$ cat src/rtl/ir2d_pkg.sv
// ----------------------------------------------------------------------------
// ir2d_pkg
// Types, constants and digit helpers shared by the radix digit converter.
// ----------------------------------------------------------------------------
package ir2d_pkg;

  localparam int RADIX_W = 6;
  localparam int DIGIT_W = 6;
  localparam int CHAR_W  = 7;

  localparam logic [RADIX_W-1:0] RADIX_RESET = 6'd10;
  localparam logic [RADIX_W-1:0] RADIX_MIN   = 6'd2;
  localparam logic [RADIX_W-1:0] RADIX_MAX   = 6'd36;

  localparam logic [CHAR_W-1:0]  CHAR_ZERO     = 7'd48;
  localparam logic [CHAR_W-1:0]  CHAR_LOWER_A  = 7'd97;
  localparam logic [DIGIT_W-1:0] DECIMAL_LIMIT = 6'd9;
  localparam logic [DIGIT_W-1:0] ALPHA_OFFSET  = 6'd10;

  typedef enum logic [1:0] {
    ST_IDLE,
    ST_DIVIDE,
    ST_EMIT
  } ir2d_state_t;

  // One digit written into the digit store
  typedef struct packed {
    logic               en;
    logic [DIGIT_W-1:0] digit;
  } ir2d_push_t;

  // Clamp the configured radix into 2..36
  function automatic logic [RADIX_W-1:0] eff_radix(input logic [RADIX_W-1:0] r);
    logic [RADIX_W-1:0] res;
    if (r < RADIX_MIN) begin
      res = RADIX_MIN;
    end else if (r > RADIX_MAX) begin
      res = RADIX_MAX;
    end else begin
      res = r;
    end
    return res;
  endfunction

  function automatic logic [CHAR_W-1:0] digit_to_ascii(input logic [DIGIT_W-1:0] d);
    logic [CHAR_W-1:0] res;
    if (d <= DECIMAL_LIMIT) begin
      res = CHAR_ZERO + {1'b0, d};
    end else begin
      res = CHAR_LOWER_A + {1'b0, d - ALPHA_OFFSET};
    end
    return res;
  endfunction

endpackage

$ cat src/rtl/integer_to_radix_digits_unit.sv
// ----------------------------------------------------------------------------
// integer_to_radix_digits_unit
// Converts a non-negative integer into ASCII digits in a configurable radix,
// most significant digit first, with the final digit marked.
//
//   channel  | direction | handshake            | payload
//   ---------+-----------+----------------------+------------------------
//   input    | in        | in_valid / in_stall  | value
//   output   | out       | out_valid / out_stall| digit_char, last_digit
//   config   | in        | radix_wr_en          | radix_wr_data
//
// One shared divider finds one digit per division, one quotient bit per cycle;
// decimal 2^31-1 has 10 digits.
// in_stall stays high from the transfer of an item until its last digit sits
// in the output register. Output stalls hold the output register and pause
// digit read-out. Synchronous active-high reset sets radix to 10.
// ----------------------------------------------------------------------------
module integer_to_radix_digits_unit import ir2d_pkg::*; #(
  parameter int VALUE_WIDTH = 31
) (
  input  logic                   clk,
  input  logic                   rst,
  input  logic                   radix_wr_en,
  input  logic [RADIX_W-1:0]     radix_wr_data,
  input  logic                   in_valid,
  output logic                   in_stall,
  input  logic [VALUE_WIDTH-1:0] value,
  output logic                   out_valid,
  input  logic                   out_stall,
  output logic [CHAR_W-1:0]      digit_char,
  output logic                   last_digit
);

  ir2d_state_t            state;
  ir2d_state_t            state_next;
  logic [RADIX_W-1:0]     radix;
  logic [RADIX_W-1:0]     divisor;
  logic                   in_xfer;
  logic                   div_start;
  logic [VALUE_WIDTH-1:0] dividend;
  logic [VALUE_WIDTH-1:0] quotient;
  logic [DIGIT_W-1:0]     remainder;
  logic                   div_done;
  logic                   div_busy;
  logic                   clr;
  ir2d_push_t             push;
  logic                   emit_go;
  logic                   emitting;
  logic                   more;

  always_ff @(posedge clk) begin
    if (rst) begin
      radix <= RADIX_RESET;
    end else if (radix_wr_en) begin
      radix <= radix_wr_data;
    end
  end

  assign divisor = eff_radix(radix);
  assign in_xfer = in_valid && !in_stall;
  assign more    = quotient != '0;

  always_ff @(posedge clk) begin
    if (rst) begin
      state <= ST_IDLE;
    end else begin
      state <= state_next;
    end
  end

  always_comb begin
    state_next = state;
    unique case (state)
      ST_IDLE: begin
        if (in_xfer) begin
          state_next = ST_DIVIDE;
        end
      end
      ST_DIVIDE: begin
        if (div_done && !more) begin
          state_next = ST_EMIT;
        end
      end
      ST_EMIT: begin
        if (!emitting) begin
          state_next = ST_IDLE;
        end
      end
      default: state_next = ST_IDLE;
    endcase
  end

  always_comb begin
    in_stall   = 1'b1;
    div_start  = 1'b0;
    dividend   = quotient;
    clr        = 1'b0;
    push.en    = 1'b0;
    push.digit = remainder;
    emit_go    = 1'b0;
    unique case (state)
      ST_IDLE: begin
        in_stall  = 1'b0;
        dividend  = value;
        div_start = in_valid;
        clr       = in_valid;
      end
      ST_DIVIDE: begin
        // Store the digit, then divide the quotient again or start read-out
        if (div_done) begin
          push.en   = 1'b1;
          div_start = more;
          emit_go   = !more;
        end
      end
      ST_EMIT: begin
      end
      default: begin
      end
    endcase
  end

  ir2d_div #(
    .VALUE_WIDTH(VALUE_WIDTH)
  ) u_div (
    .clk      (clk),
    .rst      (rst),
    .start    (div_start),
    .dividend (dividend),
    .divisor  (divisor),
    .quotient (quotient),
    .remainder(remainder),
    .done     (div_done),
    .busy     (div_busy)
  );

  ir2d_emit #(
    .VALUE_WIDTH(VALUE_WIDTH)
  ) u_emit (
    .clk       (clk),
    .rst       (rst),
    .clr       (clr),
    .push      (push),
    .emit_go   (emit_go),
    .emitting  (emitting),
    .out_valid (out_valid),
    .out_stall (out_stall),
    .digit_char(digit_char),
    .last_digit(last_digit)
  );

  a_done_in_divide: assert property (@(posedge clk) disable iff (rst)
    div_done |-> (state == ST_DIVIDE))
    else $error("divider finished outside the divide phase");

  a_divide_keeps_unit_busy: assert property (@(posedge clk) disable iff (rst)
    in_xfer |=> (div_busy && state == ST_DIVIDE))
    else $error("accepted item did not start the divider");

endmodule

$ cat src/rtl/ir2d_div.sv
// ----------------------------------------------------------------------------
// ir2d_div
// Restoring shift-subtract divider by a small radix, one quotient bit a cycle.
// ----------------------------------------------------------------------------
module ir2d_div import ir2d_pkg::*; #(
  parameter int VALUE_WIDTH = 31
) (
  input  logic                   clk,
  input  logic                   rst,
  input  logic                   start,
  input  logic [VALUE_WIDTH-1:0] dividend,
  input  logic [RADIX_W-1:0]     divisor,
  output logic [VALUE_WIDTH-1:0] quotient,
  output logic [DIGIT_W-1:0]     remainder,
  output logic                   done,
  output logic                   busy
);

  localparam int SW = $clog2(VALUE_WIDTH + 1);

  logic [VALUE_WIDTH-1:0] quo;
  logic [DIGIT_W-1:0]     rem;
  logic [SW-1:0]          step;
  logic [DIGIT_W:0]       trial;
  logic [DIGIT_W:0]       diff;
  logic                   fits;

  assign trial = {rem, quo[VALUE_WIDTH-1]};
  assign fits  = trial >= {1'b0, divisor};
  assign diff  = trial - {1'b0, divisor};

  always_ff @(posedge clk) begin
    if (rst) begin
      busy <= 1'b0;
      done <= 1'b0;
      step <= '0;
    end else begin
      done <= busy && (step == SW'(1));
      if (start) begin
        busy <= 1'b1;
        step <= SW'(VALUE_WIDTH);
      end else if (busy) begin
        step <= step - 1'b1;
        if (step == SW'(1)) begin
          busy <= 1'b0;
        end
      end
    end
  end

  always_ff @(posedge clk) begin
    if (start) begin
      quo <= dividend;
      rem <= '0;
    end else if (busy) begin
      quo <= {quo[VALUE_WIDTH-2:0], fits};
      rem <= fits ? diff[DIGIT_W-1:0] : trial[DIGIT_W-1:0];
    end
  end

  assign quotient  = quo;
  assign remainder = rem;

  a_rem_below_divisor: assert property (@(posedge clk) disable iff (rst)
    done |-> ({1'b0, remainder} < {1'b0, divisor}))
    else $error("divider remainder not below divisor");

  a_start_when_free: assert property (@(posedge clk) disable iff (rst)
    start |-> !busy)
    else $error("divider restarted while busy");

endmodule

$ cat src/rtl/ir2d_emit.sv
// ----------------------------------------------------------------------------
// ir2d_emit
// Digit store and output stage: collects digits least significant first and
// sends them out most significant first through an output register.
// ----------------------------------------------------------------------------
module ir2d_emit import ir2d_pkg::*; #(
  parameter int VALUE_WIDTH = 31
) (
  input  logic              clk,
  input  logic              rst,
  input  logic              clr,
  input  ir2d_push_t        push,
  input  logic              emit_go,
  output logic              emitting,
  output logic              out_valid,
  input  logic              out_stall,
  output logic [CHAR_W-1:0] digit_char,
  output logic              last_digit
);

  localparam int AW = $clog2(VALUE_WIDTH);
  localparam int CW = $clog2(VALUE_WIDTH + 1);

  logic [DIGIT_W-1:0] mem [VALUE_WIDTH];
  logic [CW-1:0]      cnt;
  logic [CW-1:0]      cnt_m1;
  logic [AW-1:0]      rd_idx;
  logic               load;
  logic [DIGIT_W-1:0] dig_q;
  logic               last_q;

  assign cnt_m1 = cnt - 1'b1;
  assign rd_idx = cnt_m1[AW-1:0];
  // Load a digit when the output register is empty or its transfer completes
  assign load   = emitting && (!out_valid || !out_stall);

  always_ff @(posedge clk) begin
    if (rst) begin
      cnt       <= '0;
      emitting  <= 1'b0;
      out_valid <= 1'b0;
    end else begin
      if (clr) begin
        cnt <= '0;
      end else if (push.en) begin
        cnt <= cnt + 1'b1;
      end else if (load) begin
        cnt <= cnt_m1;
      end

      if (emit_go) begin
        emitting <= 1'b1;
      end else if (load && (cnt == CW'(1))) begin
        emitting <= 1'b0;
      end

      if (load) begin
        out_valid <= 1'b1;
      end else if (!out_stall) begin
        out_valid <= 1'b0;
      end
    end
  end

  always_ff @(posedge clk) begin
    if (push.en) begin
      mem[cnt[AW-1:0]] <= push.digit;
    end
  end

  always_ff @(posedge clk) begin
    if (load) begin
      dig_q  <= mem[rd_idx];
      last_q <= (cnt == CW'(1));
    end
  end

  assign digit_char = digit_to_ascii(dig_q);
  assign last_digit = last_q;

  a_no_push_while_emitting: assert property (@(posedge clk) disable iff (rst)
    push.en |-> !emitting)
    else $error("digit written while emitting");

  a_count_in_range: assert property (@(posedge clk) disable iff (rst)
    cnt <= CW'(VALUE_WIDTH))
    else $error("digit count beyond store depth");

  a_last_ends_run: assert property (@(posedge clk) disable iff (rst)
    (load && (cnt == CW'(1))) |=> (!emitting && last_digit))
    else $error("final digit not marked");

endmodule
$ cat config.mk
export PLATFORM = sky130hd
export DESIGN_NAME = integer_to_radix_digits_unit
export DESIGN_NICKNAME = d
export VERILOG_FILES = /design/src/rtl/ir2d_pkg.sv /design/src/rtl/integer_to_radix_digits_unit.sv /design/src/rtl/ir2d_div.sv /design/src/rtl/ir2d_emit.sv
export SDC_FILE = /design/constraint.sdc
export NUM_CORES = 1
export LEC_CHECK = 0
export ABC_AREA = 1
export ABC_CLOCK_PERIOD_IN_PS = 5100
export BUFFER_PORTS_ARGS = -buffer_cell sky130_fd_sc_hd__buf_2
export CORE_MARGIN = 4
export CORE_UTILIZATION = 54
export DETAILED_ROUTE_END_ITERATION = 6
export HOLD_SLACK_MARGIN = 0.1
export PLACE_DENSITY = 0.8
export SLEW_MARGIN = 20
export SYNTH_ARGS = -nofsm -noshare
export SYNTH_HDL_FRONTEND = slang
export SYNTH_SLANG_ARGS = --single-unit
export TNS_END_PERCENT = 30
$ cat constraint.sdc
create_clock -name clk -period 5.1 [get_ports clk]
set_clock_uncertainty 0.2 [all_clocks]
set_input_delay 1.275 -clock clk [delete_from_list [all_inputs] [get_ports clk]]
set_output_delay 1.275 -clock clk [all_outputs]
set_load 0.02 [all_outputs]
==> results of run 1 <==
## kinds of logic after synthesis
family                   after synthesis  share of synthesized area [%]
XOR/XNOR                              12                           1.10
flip-flops                           252                           64.5
AO/OA/AOI/OAI                        177                           8.98
adder cells (fa/ha/maj)               20                           2.28
AND/OR/NAND/NOR                      512                           18.6
buffers and inverters                113                           4.52
## synthesized netlist by cell type (all sizes together)
cell type | count | area share, %
nand4 | 5 | 0.28
buf | 36 | 1.9
nand3 | 54 | 2.9
o211ai | 48 | 3.2
nor2 | 192 | 6.5
nand3b | 4 | 0.27
nor3 | 8 | 0.35
a21oi | 15 | 0.66
o21ai | 110 | 4.9
or2 | 1 | 0.055
dfxtp | 28 | 5.0
o22ai | 2 | 0.11
ha | 19 | 2.1
edfxtp | 224 | 60
nand2 | 248 | 8.3
clkbuf | 10 | 0.35
fa | 1 | 0.18
clkinv | 1 | 0.033
inv | 66 | 2.2
xor2 | 10 | 0.94
a31oi | 2 | 0.11
xnor2 | 2 | 0.16
## critical path, cell delays in order (launching register included)
cell and delay, ns:
edfxtp_1 0.42, inv_1 0.14, ha_1 0.20, inv_1 0.06, o21ai_0 0.18, nand2_1 0.07, o21ai_1 0.21, inv_1 0.19
o22ai_1 0.18, buf_2 0.18
## state kept, by name, summed over array words and instances (netlist names)
name / cells
radix: 6
state: 2
u_emit.emitting: 1
u_div.busy: 1
u_emit.dig_q: 6
u_div.step: 5
u_emit.cnt: 5
u_div.quotient: 31
u_emit.out_valid: 1
u_emit.last_digit: 1
u_emit.mem: 186
u_div.done: 1
u_div.remainder: 6
## metal layers
metal / GRT usage (%) / wire, µm / up-vias
met5: 0 / 0 / -
met4: 6.45 / 644 / 0
met3: 3.58 / 2140 / 56
met2: 33.6 / 11500 / 341
met1: 27.9 / 9920 / 3731
li1: - / - / 3812
## power breakdown
group	switching (µW)	internal (µW)	leakage [µW]
Clock	722	1140	0.000404
Combinational	464	183	0.00210
Sequential	68.8	2500	0.00232
Total	1250	3830	0.00482
## path summary, 6_finish.rpt
check / to / startpoint / cells past startpoint / slack (ns)
min: radix[3] / radix[3] / 2 / 0.28
min reg2reg: radix[3] / radix[3] / 2 / 0.28
max: digit_char[4] / u_emit.dig_q[1] / 9 / 1.30
max reg2reg: u_emit.dig_q[0] / u_emit.cnt[1] / 10 / 1.98
## per-stage QoR
step	utilization (%)	hold WS, ns
detailed placement	57.4	0.269
global placement	57.4	0.266
CTS	61.4	0.284
finish	61.4	0.283
global route	61.4	0.328
floorplan	-	0.252
## layout make-up
type / count / area share (%)
clock inverter: 15 / 1.53
clock buffer: 27 / 5.05
inverter: 67 / 2.00
tap: 270 / 2.69
sequential: 252 / 58.1
timing repair buffer: 62 / 2.69
multi-input combinational: 721 / 27.9
## placed cells by master (no fill, tap or decap), types with 2 or more instances in the layout
cell type / netlist / final
nand2_1: 245 / 245
edfxtp_1: 224 / 224
nor2_1: 190 / 190
o21ai_0: 103 / 103
inv_1: 60 / 60
buf_2: 28 / 51
o211ai_1: 48 / 48
nand3_1: 43 / 43
dfxtp_1: 28 / 27
clkbuf_16: 0 / 25
ha_1: 19 / 18
a21oi_1: 15 / 14
nand3_2: 11 / 11
buf_4: 3 / 11
xor2_1: 9 / 9
nor3_1: 8 / 8
clkinv_1: 1 / 8
o21ai_1: 6 / 6
inv_2: 6 / 6
nand4_1: 5 / 5
bufinv_16: 0 / 5
nand3b_1: 4 / 4
nand2_2: 3 / 3
clkinv_2: 0 / 3
a31oi_1: 2 / 2
o22ai_1: 2 / 2
xnor2_1: 2 / 2
clkbuf_1: 8 / 2
==> qor_table.md, run 1 <==
| Result | Value |
| --- | --- |
| Largest fanout of any net on the critical path | 8 |
| Reg clk slew, reported paths | 0.06 ns |
| Count of antenna diodes in the layout | 0 |
| Number of cell rows | 52 |
| Area taken by multi-input logic gates | 0.00350 mm² |
| Unrepaired setup endpoints after global routing | false |
| Tcrit/Tclk final | 74.4% |
| Sequential area share after synthesis | 64.5% |
| Cts hold-fix bufs | 0 |
| Global route overflow | 0 |
| Status | finished, final reports clean |
| Crit Path Category | reg -> out |
| Hold Violations, Final | 0 |
| GRT Resource Usage Total | 20.4% |
| Proportion of layout cells with a drive suffix above 1 | 10.8% |
| Master cell of the clock root buffer | clkbuf_16 |
| Area after DPL | 0.0117 mm² |
| Sinks on Clock Net | 252 |
| Max_slew headroom | 37.0% |
| CP startpoint kind | flop |
| Drt first-iter violations | 834 |
| Gate count of the mapped netlist | 1086 |
| Die Y | 153 µm |
| Initial antenna violation count | 0 |
| Largest vdd supply drop | 0.000256 V |
| Drt first pass iters | 6 |
| Initial Utilization | 55.3% |
| Leakage power total | 0.00482 µW |
| Residual DRC count | 0 |
| Setup Buffers After CTS | 0 |
| Instance count after placement with tap cells included | 1372 |
| Minimum setup slack after placement | 1.84 ns |
| Pin count of the biggest net entering global routing | 95 |
| Number of synthesis warnings | 0 |
| Final instance count without filler cells | 1414 |
| Post-layout worst setup margin | 1.30 ns |
| Maximum number of buffers from clock root to sink | 3 |
| Power Total | 5080 µW |
| Final instance area | 0.0125 mm² |
| Setup_tns | 0 ns |
| Area growth syn-to-layout | 11.1% |
| Post-layout min period | 3.80 ns |
| Number of max-cap violations | 0 |
| Number of nets in the finished design | 1191 |
| Area of the placeable core | 0.0204 mm² |
| Average vias per placed instance | 5.62 |
| Area taken by flip-flops and latches | 0.00729 mm² |
| Io pins | 52 |
| Count of filler cells inserted in the layout | 1606 |
| Quantity of gates resized following cts | 0 |
| Number of distinct library cells after synthesis | 33 |
| Area of the die | 0.0233 mm² |
| Post-detailed-route count of antenna-violating nets | 0 |
| Wire length of the first global-routing pass | 39100 µm |
| I/O Buffers | 51 |
| Number of flip-flops and latches in the synthesized netlist | 252 |
| Post-synthesis area per instance | 10.4 µm² |
| Cts bufs inserted | 25 |
| Worst-Skew Late Latency | 0.51 ns |
| Worst path arrival time | 2.32 ns |
| Routed wirelength normalized by instance count | 17.1 µm |
| Upper clock frequency limit | 263 MHz |
| Critical Path End Type | primary output |
| Post-Route WL | 24200 µm |
| CTS tree | done |
| Type of the tightest min-delay check | reg -> reg |
| Required @ worst endpoint | 3.62 ns |
| Total via count after detailed routing | 7940 |
| Total count of max-transition violations in the final report | 0 |
| Tightest Pin Transition | 0.945 ns |
| Horizontal extent of the die | 153 µm |
| Power density of the placed cells | 405 mW/mm² |
| Vias in the first global route | 7768 |
| Synth Cell Area | 0.0113 mm² |
| Final RePlAce weighted congestion | 0.848 |
| Final setup violation count | 0 |
| H-tree depth reported by CTS | 1 |
| Post-synthesis net count | 1148 |
| HPWL reported at the end of detailed placement | 14700 µm |
(Power assumes the default switching activity.)
==> inputs of run 2 (changes only) <==
ABC_CLOCK_PERIOD_IN_PS = 3900   (was 5100)
clock period = 3.9 ns   (was 5.1 ns; I/O delays follow)
==> run 2 against run 1 <==
Sequential power up 30%. Total power grew 34%. Count of clock-buffer cells in the layout increased by 6. Combinational power increased by 34%. Largest power group unchanged. Setup slack got worse by 0.96 ns. Critical path type unchanged. Hold slack better by 0.0046 ns. Cell area grew 0.73%. Sequential share of layout area down 0.42 points. Non-clock buffer count up 1. First-iteration DRC count up 10%. Global-route usage increased by 0.62 points.
==> qor_table.md, run 2 (synthesis gave the netlist of run 1 again) <==
| Result | Value |
| --- | --- |
| Status | finished, final reports clean |
| Post-layout worst setup margin | 0.343 ns |
| Commonest non-fill, non-tap cells in the layout | nand2_1 (245), edfxtp_1 (224), nor2_1 (190) |
| Required @ worst endpoint | 2.72 ns |
| Reg clk slew, reported paths | 0.06 ns |
| Total count of max-transition violations in the final report | 0 |
| Drt first pass iters | 6 |
| Number of nets in the finished design | 1193 |
| Minimum setup slack after placement | 0.898 ns |
| Count of antenna diodes in the layout | 0 |
| Horizontal extent of the die | 153 µm |
| Residual DRC count | 0 |
| HPWL reported at the end of detailed placement | 15600 µm |
| Post-detailed-route count of antenna-violating nets | 0 |
| Number of cell rows | 52 |
| Post-Route WL | 25200 µm |
| CTS tree | done |
| Sequence of cells on the critical path | inv_1, ha_1, inv_1, o21ai_0, nand2_1, o21ai_1, inv_1, o22ai_1, buf_2 |
| Proportion of layout cells with a drive suffix above 1 | 11.3% |
| Hold Violations, Final | 0 |
| Min-delay src | u_emit.out_valid |
| Critical Path End Type | primary output |
| Power Total | 6790 µW |
| Crit Path Category | reg -> out |
| Leakage power total | 0.00486 µW |
| Setup_tns | 0 ns |
| Max_slew headroom | 37.0% |
| Routed wirelength normalized by instance count | 17.7 µm |
| Area growth syn-to-layout | 11.9% |
| Flop-to-flop setup slack | 0.88 ns |
| Tightest Pin Transition | 0.945 ns |
| Total via count after detailed routing | 8090 |
| Library cell contributing the largest single delay on the critical path | edfxtp_1 |
| Startpoint of the most critical register-to-register path | u_emit.cnt[0] |
| Unrepaired setup endpoints after global routing | false |
| Average vias per placed instance | 5.69 |
| Post-layout min period | 3.56 ns |
| End point of the worst hold path | u_emit.out_valid |
| Type of the tightest min-delay check | reg -> reg |
| Cell with the most instances on the worst path | inv_1 |
| Commonest non-fill, non-tap cell in the layout | nand2_1 |
| Power density of the placed cells | 538 mW/mm² |
| Largest register FFs | 186 |
| Pin count of the biggest net entering global routing | 95 |
| Wire length of the first global-routing pass | 40200 µm |
| Final RePlAce weighted congestion | 0.908 |
| Initial antenna violation count | 0 |
| Largest vdd supply drop | 0.000381 V |
| Setup Buffers After CTS | 0 |
| Upper clock frequency limit | 281 MHz |
| Sinks on Clock Net | 252 |
| Global route overflow | 0 |
| CP startpoint kind | flop |
| Maximum number of buffers from clock root to sink | 3 |
| Vias in the first global route | 7678 |
| Final setup violation count | 0 |
| Quantity of gates resized following cts | 0 |
| Drt first-iter violations | 920 |
| Io pins | 52 |
| Master cell of the clock root buffer | clkbuf_16 |
| Cts bufs inserted | 26 |
| Area of the placeable core | 0.0204 mm² |
| Depth of the worst register-to-register path | 11 |
| H-tree depth reported by CTS | 1 |
| Number of max-cap violations | 0 |
| Min-Delay Path Depth | 2 |
| Tcrit/Tclk final | 91.2% |
| Area of the die | 0.0233 mm² |
| FF-to-FF End | u_emit.dig_q[3] |
| Largest fanout of any net on the critical path | 8 |
| Worst-Skew Late Latency | 0.51 ns |
| Initial Utilization | 55.3% |
| Die Y | 153 µm |
| GRT Resource Usage Total | 21.0% |
| Worst path arrival time | 2.38 ns |
| I/O Buffers | 51 |
| Cts hold-fix bufs | 0 |
| Delay of the slowest critical-path stage | 0.42 ns |
==> run 2: cell types whose count changed in the layout (fill, tap and decap cells not counted), sizes merged <==
| cell | delta |
|---|---|
| clkbuf | +6 |
| clkinvlp | +2 |
| buf | +1 |
| bufinv | -1 |
| clkinv | -1 |
==> run 2: final cells by class <==
type / count / area (µm²)
fill: 1571 / 7790
sequential: 252 / 7290
multi-input combinational: 721 / 3500
clock buffer: 33 / 718
timing repair buffer: 63 / 358
tap: 270 / 338
inverter: 67 / 251
clock inverter: 15 / 178
==> run 2: metrics by stage <==
stage                     hold slack [ns]  area [µm²]  util (%)  instances
after floorplan                     0.252       11300         -       1086
final                               0.287       12600      61.9       1421
after global routing                0.312       12600      61.9       1421
after CTS                           0.293       12600      61.9       1421
after global placement              0.265       11700      57.5       1373
after detailed placement            0.284       11700      57.5       1373
==> run 2: worst max-delay path by stage <==
stage,from,endpoint,slack (ns),depth (start not counted)
after detailed placement,u_emit.dig_q[1],digit_char[4],0.90,9
final,u_emit.dig_q[1],digit_char[4],0.34,9
after CTS,u_emit.dig_q[1],digit_char[4],0.33,9
after global routing,u_emit.dig_q[1],digit_char[3],0.12,9
after floorplan,in_valid,u_div.quotient[0],0.62,2
after global placement,u_emit.dig_q[1],digit_char[4],1.03,9
==> run 2: report_power, final <==
| part | internal, µW | switching (µW) |
|---|---|---|
| Combinational | 240 | 629 |
| Clock | 1560 | 1010 |
| Sequential | 3280 | 75.7 |
==> run 2: routing by layer <==
| metal | up-vias | global-route usage, % | routed length [µm] |
|---|---|---|---|
| met4 | 0 | 5.22 | 524 |
| met5 | - | 0 | 0 |
| met3 | 52 | 3.18 | 2400 |
| li1 | 3823 | - | - |
| met1 | 3807 | 29.9 | 10200 |
| met2 | 408 | 34.3 | 12100 |
==> run 2: critical path, delay by kind of cell, from the launching register on <==
kind                     cells  cell delay, ns
flip-flops                   1            0.42
AO/OA/AOI/OAI                3            0.56
adder cells (fa/ha/maj)      1            0.20
AND/OR/NAND/NOR              1            0.07
buffers and inverters        4            0.59
